==> config.mk <==
export PLATFORM = sky130hd
export DESIGN_NAME = c_escape_sequence_decoder_top
export DESIGN_NICKNAME = d
export VERILOG_FILES = /design/src/rtl/cesd_pkg.sv /design/src/rtl/c_escape_sequence_decoder_top.sv
export SDC_FILE = /design/constraint.sdc
export NUM_CORES = 1
export LEC_CHECK = 0
export BUFFER_PORTS_ARGS = -buffer_cell sky130_fd_sc_hd__buf_2
export CELL_PAD_IN_SITES_DETAIL_PLACEMENT = 1
export CELL_PAD_IN_SITES_GLOBAL_PLACEMENT = 2
export CORE_AREA = 2 2 75 77
export DETAILED_ROUTE_END_ITERATION = 10
export DIE_AREA = 0 0 77 79
export PLACE_DENSITY_LB_ADDON = 0.1
export SYNTH_ARGS = -nofsm -noshare
export SYNTH_HDL_FRONTEND = slang
export SYNTH_SLANG_ARGS = --single-unit
==> constraint.sdc <==
create_clock -name clk -period 2.95 [get_ports clk]
set_input_delay 0.59 -clock clk [delete_from_list [all_inputs] [get_ports clk]]
set_output_delay 0.59 -clock clk [all_outputs]
set_load 0.1 [all_outputs]
==> src/rtl/cesd_pkg.sv <==
// Package for the C string escape sequence decoder.
// Holds the word types, the decoder mode enum, character constants and helpers.
// No dependencies.
package cesd_pkg;

  // One raw byte of the escaped string.
  typedef struct packed {
    logic [7:0] in_byte;
    logic       end_of_string;
  } cesd_in_t;

  // One decoded byte.
  typedef struct packed {
    logic [7:0] out_byte;
    logic       last_of_string;
  } cesd_out_t;

  // Decoder mode. The unused code is handled as plain text.
  typedef enum logic [1:0] {
    MODE_PLAIN  = 2'd0,
    MODE_ESCAPE = 2'd1,
    MODE_HEX    = 2'd2
  } cesd_mode_t;

  localparam logic [7:0] CHAR_BACKSLASH = 8'h5C;
  localparam logic [7:0] CHAR_QMARK     = 8'h3F;
  localparam logic [7:0] CHAR_X         = 8'h78;
  localparam logic [1:0] HEX_BYTES      = 2'd3;
  localparam logic [4:0] HEX_NONE       = 5'd16;

  // Digit value 0..15 of a hex character, or HEX_NONE when it is not one.
  function automatic logic [4:0] hex_digit(input logic [7:0] c);
    logic [4:0] d;
    d = HEX_NONE;
    if (c >= 8'h30 && c <= 8'h39) begin
      d = {1'b0, c[3:0]};
    end else if ((c >= 8'h61 && c <= 8'h66) || (c >= 8'h41 && c <= 8'h46)) begin
      // Lower and upper case letters share the low three bits.
      d = 5'd9 + {2'b00, c[2:0]};
    end
    return d;
  endfunction

  // Character that follows a backslash, mapped to its decoded byte.
  function automatic logic [7:0] map_escape(input logic [7:0] c);
    logic [7:0] m;
    unique case (c)
      8'h30:   m = 8'h00;  // 0
      8'h61:   m = 8'h07;  // a
      8'h62:   m = 8'h08;  // b
      8'h66:   m = 8'h0C;  // f
      8'h6E:   m = 8'h0A;  // n
      8'h72:   m = 8'h0D;  // r
      8'h74:   m = 8'h09;  // t
      8'h76:   m = 8'h0B;  // v
      default: m = c;      // quote, apostrophe, backslash, question mark, others
    endcase
    return m;
  endfunction

endpackage

==> src/rtl/c_escape_sequence_decoder_top.sv <==
// Top level of the C string escape sequence decoder.
// Depends on cesd_pkg for word types, mode enum, constants and helper functions.
//
// Usage:
//   The input channel (in_valid, in_ready, in_data) takes one raw byte of an
//   escaped string per word, with end_of_string set on the string's last byte.
//   The output channel (out_valid, out_ready, out_data) gives decoded bytes,
//   with last_of_string set on the final decoded byte of each string. Every
//   string ends with exactly one word flagged last.
//   A byte is captured in an input register, decoded against the mode and
//   hex registers once the output register can take a word, and any result
//   lands in the output register.
//   One byte is taken every cycle while the receiver does not stall; the only
//   loop is the update of the mode and hex registers.
//   Bytes that start an escape or sit inside a hex escape give no word.
//   When the receiver stalls, the output register holds its word and the
//   input register holds the next byte; in_ready falls only once both are full.
//   Reset (rst_n low, synchronous) empties both registers and returns the
//   decoder to plain text mode with the hex state cleared.
module c_escape_sequence_decoder_top
  import cesd_pkg::*;
(
  input  logic      clk,
  input  logic      rst_n,
  input  logic      in_valid,
  output logic      in_ready,
  input  cesd_in_t  in_data,
  output logic      out_valid,
  input  logic      out_ready,
  output cesd_out_t out_data
);

  logic       in_valid_r;
  cesd_in_t   in_data_r;
  logic       out_valid_r;
  cesd_out_t  out_data_r;

  cesd_mode_t mode_r, mode_nxt;
  logic [1:0] hex_count_r, hex_count_nxt;
  logic [7:0] hex_value_r, hex_value_nxt;
  logic       hex_stopped_r, hex_stopped_nxt;

  logic       out_free;
  logic       step;
  logic       emit;
  cesd_out_t  result;

  logic [7:0] c;
  logic       last;
  logic [4:0] digit;
  logic       take_digit;
  logic [7:0] hex_acc;
  logic [1:0] hex_count_inc;

  // Handshake: the decode step runs when the output register can take a word.
  assign out_free  = !out_valid_r || out_ready;
  assign step      = in_valid_r && out_free;
  assign in_ready  = !in_valid_r || out_free;
  assign out_valid = out_valid_r;
  assign out_data  = out_data_r;

  // Shared decode terms.
  assign c             = in_data_r.in_byte;
  assign last          = in_data_r.end_of_string;
  assign digit         = hex_digit(c);
  assign take_digit    = !hex_stopped_r && (digit != HEX_NONE);
  assign hex_acc       = take_digit ? {hex_value_r[3:0], digit[3:0]} : hex_value_r;
  assign hex_count_inc = hex_count_r + 2'd1;

  // Next state of the decoder.
  always_comb begin
    mode_nxt        = MODE_PLAIN;
    hex_count_nxt   = 2'd0;
    hex_value_nxt   = 8'd0;
    hex_stopped_nxt = 1'b0;
    unique case (mode_r)
      MODE_ESCAPE: begin
        if (c == CHAR_X && !last) begin
          mode_nxt = MODE_HEX;
        end
      end
      MODE_HEX: begin
        if (!(hex_count_inc == HEX_BYTES || last)) begin
          mode_nxt        = MODE_HEX;
          hex_count_nxt   = hex_count_inc;
          hex_value_nxt   = hex_acc;
          hex_stopped_nxt = hex_stopped_r || !take_digit;
        end
      end
      default: begin
        if (c == CHAR_BACKSLASH && !last) begin
          mode_nxt = MODE_ESCAPE;
        end
      end
    endcase
  end

  // Result of the decode step.
  always_comb begin
    emit                  = 1'b1;
    result.out_byte       = c;
    result.last_of_string = last;
    unique case (mode_r)
      MODE_ESCAPE: begin
        if (c == CHAR_X) begin
          emit            = last;
          result.out_byte = 8'd0;
        end else begin
          result.out_byte = map_escape(c);
        end
      end
      MODE_HEX: begin
        emit            = (hex_count_inc == HEX_BYTES) || last;
        result.out_byte = hex_acc;
      end
      default: begin
        emit = !(c == CHAR_BACKSLASH && !last);
      end
    endcase
  end

  // Control registers.
  always_ff @(posedge clk) begin
    if (!rst_n) begin
      in_valid_r    <= 1'b0;
      out_valid_r   <= 1'b0;
      mode_r        <= MODE_PLAIN;
      hex_count_r   <= 2'd0;
      hex_value_r   <= 8'd0;
      hex_stopped_r <= 1'b0;
    end else begin
      if (in_ready) begin
        in_valid_r <= in_valid;
      end
      if (out_free) begin
        out_valid_r <= step && emit;
      end
      if (step) begin
        mode_r        <= mode_nxt;
        hex_count_r   <= hex_count_nxt;
        hex_value_r   <= hex_value_nxt;
        hex_stopped_r <= hex_stopped_nxt;
      end
    end
  end

  // Payload registers.
  always_ff @(posedge clk) begin
    if (in_ready && in_valid) begin
      in_data_r <= in_data;
    end
    if (step && emit) begin
      out_data_r <= result;
    end
  end

endmodule
Yosys cells after proc, flatten, opt, wreduce, memory -nomap -nowiden
Index checks and enable logic that the tools add are counted.
{"block": "op_classes", "add_sub_neg": 2, "n_lt_le_gt_ge": 6, "eq_ne": 14, "mux": 18, "n_reduce_logical": 20}
{"operator": "equality test 8 x 7 -> 1 bit (second input constant)", "n": 9}
{"operator": "case mux 8 bit (8 select lines)", "n": 1}
{"operator": "2-to-1 mux 8 bit", "n": 4}
{"operator": ">= comparator 8 x 7 -> 1 bit (second input constant)", "n": 2}
{"operator": "<= comparator 8 x 7 -> 1 bit (second input constant)", "n": 2}
{"operator": "case mux 8 bit (2 select lines)", "n": 1}
{"operator": "2-to-1 mux 5 bit", "n": 2}
{"operator": "logical AND 1 bit", "n": 9}
{"operator": "equality test 8 x 6 -> 1 bit (second input constant)", "n": 1}
{"operator": ">= comparator 8 x 6 -> 1 bit (second input constant)", "n": 1}
{"operator": "<= comparator 8 x 6 -> 1 bit (second input constant)", "n": 1}
{"operator": "2-to-1 mux 2 bit", "n": 4}
{"operator": "logical NOT 1 bit", "n": 6}
{"operator": "adder 4 x 3 -> 5 bit (first input constant)", "n": 1}
{"operator": "logical OR 1 bit", "n": 5}
{"operator": "inequality test 5 bit (second input constant)", "n": 1}
{"operator": "equality test 2 bit (second input constant)", "n": 2}
{"operator": "2-to-1 mux 1 bit", "n": 4}
{"operator": "case mux 2 bit (2 select lines)", "n": 1}
{"operator": "adder 2 x 1 -> 2 bit (second input constant)", "n": 1}
{"operator": "equality test 2 x 1 -> 1 bit (second input constant)", "n": 1}
{"operator": "case mux 1 bit (2 select lines)", "n": 1}
{"block": "word_totals", "register_bits": 33, "in_bits": 13, "output_inout_bits": 11, "elab_cells": 70}

Depth between registers and ports, before layout
Gate-level depths: netlist (run 1).
{"block": "depth", "word_depth": 11, "ltp_mapped": 7, "mapped_depth_nobuf": 7}

Least setup slack after synthesis (run 1)
OpenSTA, ideal clock, no wires.
{"block": "synth_path", "path_type": "register -> register", "startpoint": "register out_valid_r, in the netlist out_valid", "endpoint": "register in_data_r, in the netlist c[0], enable pin", "arrival_time_ns": 2.355, "t_required_ns": 2.665, "path_slack_ns": 0.310, "path_stages_with_launch": 4, "synth_period_minus_slack_ns": 2.640, "path_cell_list": "dfxtp_1 -> nor2b_1 -> nand2_1 -> and2_1"}
{"block": "synth_between", "elab_chain_cells": 4}
{"item": "start: declaration", "line": "c_escape_sequence_decoder_top.sv:35", "text": "logic out_valid_r;"}
{"item": "start signal: assignment", "line": "c_escape_sequence_decoder_top.sv:136", "text": "out_valid_r <= step && emit;"}
{"item": "logical NOT 1 bit", "line": "c_escape_sequence_decoder_top.sv:56", "text": "assign out_free = !out_valid_r || out_ready;"}
{"item": "logical OR 1 bit", "line": "c_escape_sequence_decoder_top.sv:56"}
{"item": "logical OR 1 bit", "line": "c_escape_sequence_decoder_top.sv:58", "text": "assign in_ready = !in_valid_r || out_free;"}
{"item": "named net in_ready", "line": "c_escape_sequence_decoder_top.sv:26", "text": "output logic in_ready,"}
{"item": "logical AND 1 bit", "line": "c_escape_sequence_decoder_top.sv:149", "text": "if (in_ready && in_valid) begin"}
{"item": "end signal: assignment", "line": "c_escape_sequence_decoder_top.sv:150", "text": "in_data_r <= in_data;"}
{"item": "end: declaration", "line": "c_escape_sequence_decoder_top.sv:34", "text": "cesd_in_t in_data_r;"}
The timed path passes the listed nets, and every way through them passes these cells.
A chain may end at the register's enable or synchronous reset.

==> results.md, run 1 <==
- Clk sinks: 33
- Drc violations: 0
- Worst Setup Start Kind: flip-flop
- HP Class: reg2reg
- CP endpoint: out_data[3]$_DFFE_PP_
- Dpl hpwl: 3.47 mm
- Port buffer count: 23
- Worst Tran Pin Value: 0.551 ns
- Slew margin rel.: 0.632
- Chip width: 77 um
- Post-CTS setup buffers: 0
- Max-slew violations: 0
- Wire length of the first global-routing pass: 7.60 mm
- Post-Syn Area: 1870 um2
- Pin count of the biggest net entering global routing: 16
- Maximum VDD drop: 0.000203 V
- Remaining antenna violation count: 0
- Critical Path AT: 2.39 ns
- Synth Instances: 176
- TritonCTS clock tree: built
- Grt ovf: 0
- Fraction of final layout cells sized beyond drive strength 1: 0.212
- Hold Fails Final Rpt: 0
- Clk pin slew, worst setup/hold paths: 0.07 ns
- Layout area overhead: 13.8%
- CTS max path bufs: 2
- Final Worst Setup Slack: 0.598 ns
- H-tree levels: 2
- Nets: 224
- Syn avg cell area: 10.6 um2
- Worst R2R Start: c[0]$_DFFE_PP_
- Post-synthesis sequential area ratio: 0.449
- Fin util: 0.399
- Vias: 1488
- Achievable frequency: 425 MHz
- Root buf cell: clkbuf_8
- Drt first pass iters: 4
- Syn Nets: 198
- Worst reg2reg path endpoint: out_data[3]$_DFFE_PP_
- Post-Place Worst Slack: 0.628 ns
- CTS Buf Count: 5
- Crit Path Class: reg2reg
- Async set-reset flop share out of synthesis: 0
- Initial DRC Count: 61
- Crit-path max FO: 7
- Final setup viols: 0
- Outcome: finished, final reports clean
- Required @ worst endpoint: 2.99 ns
- Final period util: 0.797
- Cell Count, Final, Fillers Out: 275
- Initial Util: 0.351
- Ys Warns: 0
- Ant diodes: 0
- Wire length per cell: 16.4 um
- Total track usage: 0.163
- Seq cells post-synth: 33
- Routed WL: 4.52 mm
- FF-to-FF setup slack: 0.60 ns
- TNS Setup: 0 ns
- Hold-fix buffers, CTS: 0
- Crit. End Element: flip-flop
- DR vias/cell: 5.41
- Vias in the first global route: 1498
- Die ar.: 6080 um2
- Worst skew pair latency: 0.29 ns
- Netlist cell types: 56
- Post-synth EDFFs: 18
- Row cnt: 27
- Initial antenna violation count: 0
- Core area: 5340 um2
- LEAKAGE: 0.802 nW
- R2R depth: 7
- Max-cap violations: 0
- Hold WS: 0.459 ns
- Ports: 24
- Post-layout min period: 2.35 ns
- CTS resizes: 0
- RSZ-0062 raised after global routing: false
- Dpl cells: 267
- Synth Flop Type: edfxtp_1
- Final clock skew: 0.00688 ns
- Crit. Startpoint: c[0]$_DFFE_PP_
- Die Y: 79 um
- Pwr/cell area: 476 nW/um2
- Routability cong.: 0.863
metrics by stage:
| step | area, um2 | power, mW |
|---|---|---|
| floorplan | 1870 | 0.652 |
| global placement | 2050 | 0.688 |
| detailed placement | 2050 | 0.689 |
| CTS | 2130 | 1.02 |
| global route | 2130 | 1.06 |
| finish | 2130 | 1.02 |
cell usage in the layout, fill, tap and decap left out, types with 2 or more instances in the layout:
| cell | instances |
|---|---|
| mux2i_1 | 4 |
| nor2b_1 | 5 |
| clkbuf_8 | 5 |
| ha_1 | 9 |
| nand4b_1 | 2 |
| o21a_1 | 5 |
| nor3_1 | 2 |
| o2bb2ai_1 | 6 |
| nor4_1 | 2 |
| a21oi_1 | 9 |
| buf_2 | 23 |
| a22o_1 | 5 |
| and2_1 | 4 |
| inv_1 | 10 |
| nand2b_1 | 2 |
| dfxtp_1 | 15 |
| nand2_1 | 8 |
| nor2_1 | 11 |
| o21ai_0 | 5 |
| nand3b_1 | 2 |
| edfxtp_1 | 18 |
| a21o_1 | 5 |
| nand3_1 | 9 |
logic make-up (layout without fill, tap and decap cells):
group / Yosys count / in the layout / share of synthesized area
flip-flops: 33 / 33 / 0.449
multiplexers: 4 / 4 / 0.0214
adder cells (fa/ha/maj): 9 / 9 / 0.0601
buffers and inverters: 15 / 42 / 0.0401
AND/OR/NAND/NOR: 58 / 58 / 0.188
XOR/XNOR: 2 / 2 / 0.00935
AO/OA/AOI/OAI: 55 / 55 / 0.232
state kept, by name (all words and copies together) (netlist names):
signal and cells:
hex_value_r 8, hex_count_r 2, out_valid 1, mode_r 2, out_data 9, hex_stopped_r 1, c 8, in_valid_r 1
last 1
per-layer routing:
metal	vias to the layer above	GRT usage	part of all wire	wire (um)
met4	0	0.0536	0.014	65
met1	719	0.199	0.46	2070
met2	47	0.287	0.48	2180
met5	-	0	0	0
met3	8	0.0330	0.046	208
li1	714	-	-	-
worst min path at each step:
stage | startpoint | endpoint | depth (start not counted)
global placement | hex_count_r[0]$_SDFFE_PN0P_ | hex_count_r[0]$_SDFFE_PN0P_ | 2
detailed placement | hex_count_r[0]$_SDFFE_PN0P_ | hex_count_r[0]$_SDFFE_PN0P_ | 2
CTS | hex_count_r[0]$_SDFFE_PN0P_ | hex_count_r[0]$_SDFFE_PN0P_ | 2
floorplan | hex_count_r[0]$_SDFFE_PN0P_ | hex_count_r[0]$_SDFFE_PN0P_ | 2
finish | hex_count_r[0]$_SDFFE_PN0P_ | hex_count_r[0]$_SDFFE_PN0P_ | 2
global route | in_data[3] | c[2]$_DFFE_PP_ | 1
power by group:
part | total [mW] | switching, mW | internal [mW]
Clock | 0.336 | 0.172 | 0.164
Combinational | 0.154 | 0.108 | 0.0457
Sequential | 0.525 | 0.0207 | 0.505
cells in the mapped netlist (3+ instances only):
cell / number / area [um2]
dfxtp_1: 15 / 300
nand3_1: 9 / 45.0
o21ai_0: 5 / 25.0
ha_1: 9 / 113
buf_2: 3 / 15.0
inv_1: 10 / 37.5
a21oi_1: 9 / 45.0
nor2_1: 11 / 41.3
nor2b_1: 5 / 31.3
a22o_1: 5 / 43.8
o21a_1: 5 / 37.5
mux2i_1: 4 / 40.0
nand2_1: 8 / 30.0
and2_1: 4 / 25.0
o2bb2ai_1: 6 / 52.6
a21o_1: 5 / 37.5
edfxtp_1: 18 / 541
area by class of cell:
cell class | instances | area (um2)
timing repair buffer | 24 | 123
clock buffer | 6 | 72.6
inverter | 10 | 37.5
tap | 72 | 90.1
sequential | 33 | 841
clock inverter | 2 | 10.0
fill | 638 | 3210
multi-input combinational | 128 | 957
critical path: stages (launching register included):
cell	delay [ns]
edfxtp_1	0.50
inv_1	0.18
ha_1	0.21
or3b_1	0.36
o221ai_1	0.17
a21oi_1	0.10
a21o_1	0.22
a221o_1	0.35
Note: power is estimated with default switching activity, not from simulation.
==> run 2, diff against run 1 <==
==> constraint.sdc (replaced) <==
create_clock -name clk -period 2.2 [get_ports clk]
set_input_delay 0.44 -clock clk [delete_from_list [all_inputs] [get_ports clk]]
set_output_delay 0.44 -clock clk [all_outputs]
set_load 0.1 [all_outputs]
==> results.md, run 2 (synthesized netlist as in run 1, its figures left out) <==
- Achievable frequency: 464 MHz
- Final Worst Setup Slack: 0.0446 ns
- Drt first pass iters: 4
- Remaining antenna violation count: 0
- Maximum VDD drop: 0.000324 V
- Dpl hpwl: 3.83 mm
- LEAKAGE: 0.894 nW
- CP Cell Sequence: inv_2 -> ha_4 -> or3b_4 -> o221ai_4 -> a21oi_2 -> a21o_1 -> a221o_1
- Max-slew violations: 0
- Commonest non-fill, non-tap cell in the layout: buf_2
- Root buf cell: clkbuf_8
- Pin count of the biggest net entering global routing: 11
- Clk sinks: 33
- Vias: 1525
- Grt ovf: 0
- Wire length of the first global-routing pass: 8.23 mm
- Post-Place Worst Slack: -0.0406 ns
- Routability cong.: 0.797
- Max incr delay on CP: 0.45 ns
- Row cnt: 27
- DR vias/cell: 5.19
- Critical path's slowest cell: edfxtp_1
- Final setup viols: 0
- Layout area overhead: 25.7%
- Initial Util: 0.351
- TNS Setup: 0 ns
- Routed WL: 4.90 mm
- Hold WS: 0.326 ns
- Delay-heaviest family, CP: compound AO/OA/AOI/OAI gates
- Outcome: finished, final reports clean
- Most frequent cells in the layout: buf_2 (23), buf_4 (20), edfxtp_1 (18)
- Die ar.: 6080 um2
- Hold Fails Final Rpt: 0
- Clk pin slew, worst setup/hold paths: 0.07 ns
- Critical path buffer and inverter count: 1
- Ant diodes: 0
- Max-cap violations: 0
- Crit. End Element: flip-flop
- Worst Tran Pin Value: 0.468 ns
- Worst Setup Start Kind: flip-flop
- Post-layout min period: 2.16 ns
- Core area: 5340 um2
- Nets: 243
- Worst skew pair latency: 0.28 ns
- Required @ worst endpoint: 2.24 ns
- CTS Buf Count: 5
- Pwr Total: 1.40 mW
- Crit Path Class: reg2reg
- Max reg flops: 9
- Total track usage: 0.175
- H-tree levels: 2
- Fin util: 0.441
- Drc violations: 0
- Die Y: 79 um
- HP Class: in2reg
- Fraction of final layout cells sized beyond drive strength 1: 0.333
- Crit-path max FO: 4
- Pwr/cell area: 596 nW/um2
- Vias in the first global route: 1655
- RSZ-0062 raised after global routing: true
- Port buffer count: 23
- Initial antenna violation count: 0
- Final clock skew: 0.00278 ns
- Hold-fix buffers, CTS: 0
- Wire length per cell: 16.7 um
- Ports: 24
- TritonCTS clock tree: built
- Chip width: 77 um
- CTS max path bufs: 2
- Critical Path AT: 2.19 ns
- Slew margin rel.: 0.685
- Initial DRC Count: 65
- Final period util: 0.980
==> run 2: cell count changes in the layout (fill, tap and decap cells not counted), moves of 2 or more <==
cell and change:
buf_4 +19, ha_1 -3, ha_2 +2, inv_1 -2, inv_2 +2
==> run 2: layout make-up <==
type                            instances  area (um2)
Tap cell                               72        90.1
Timing Repair Buffer                   43         265
Sequential cell                        33         842
Inverter                               10        37.5
Clock inverter                          1        7.51
Multi-Input combinational cell        128        1030
Fill cell                             639        2980
Clock buffer                            7        76.3
==> run 2: timing repair <==
action / in CTS / in global routing
cloned: 0 / 0
setup buffers: 0 / 1
endpoints found under the setup margin: 1 / 9
pin swaps: 0 / 1
resized for setup: 2 / 14
==> run 2: final timing paths <==
path                                 end  cells after the start  slack, ns                         from
min reg2reg  hex_count_r[0]$_SDFFE_PN0P_                      2       0.46  hex_count_r[0]$_SDFFE_PN0P_
max reg2reg        out_data[3]$_DFFE_PP_                      7       0.04               c[0]$_DFFE_PP_
max                out_data[3]$_DFFE_PP_                      7       0.04               c[0]$_DFFE_PP_
min                       c[7]$_DFFE_PP_                      1       0.33                   in_data[8]
==> run 2: per-layer routing <==
layer | part of all wire | track usage | vias up
li1 | - | - | 752
met1 | 0.46 | 0.216 | 743
met2 | 0.51 | 0.310 | 28
met3 | 0.031 | 0.0420 | 2
met4 | 0.0031 | 0.0375 | 0
met5 | 0 | 0 | -
==> run 2: power by group <==
part | internal (mW) | switching (mW)
clock network | 0.224 | 0.231
registers | 0.677 | 0.0175
logic | 0.0866 | 0.168
total | 0.987 | 0.416
==> run 2: stage by stage <==
| stage | std cells | cell area (um2) |
|---|---|---|
| after floorplan | 176 | 1880 |
| final | 294 | 2350 |
| after global routing | 294 | 2350 |
| after detailed placement | 285 | 2190 |
| after global placement | 285 | 2190 |
| after CTS | 293 | 2280 |
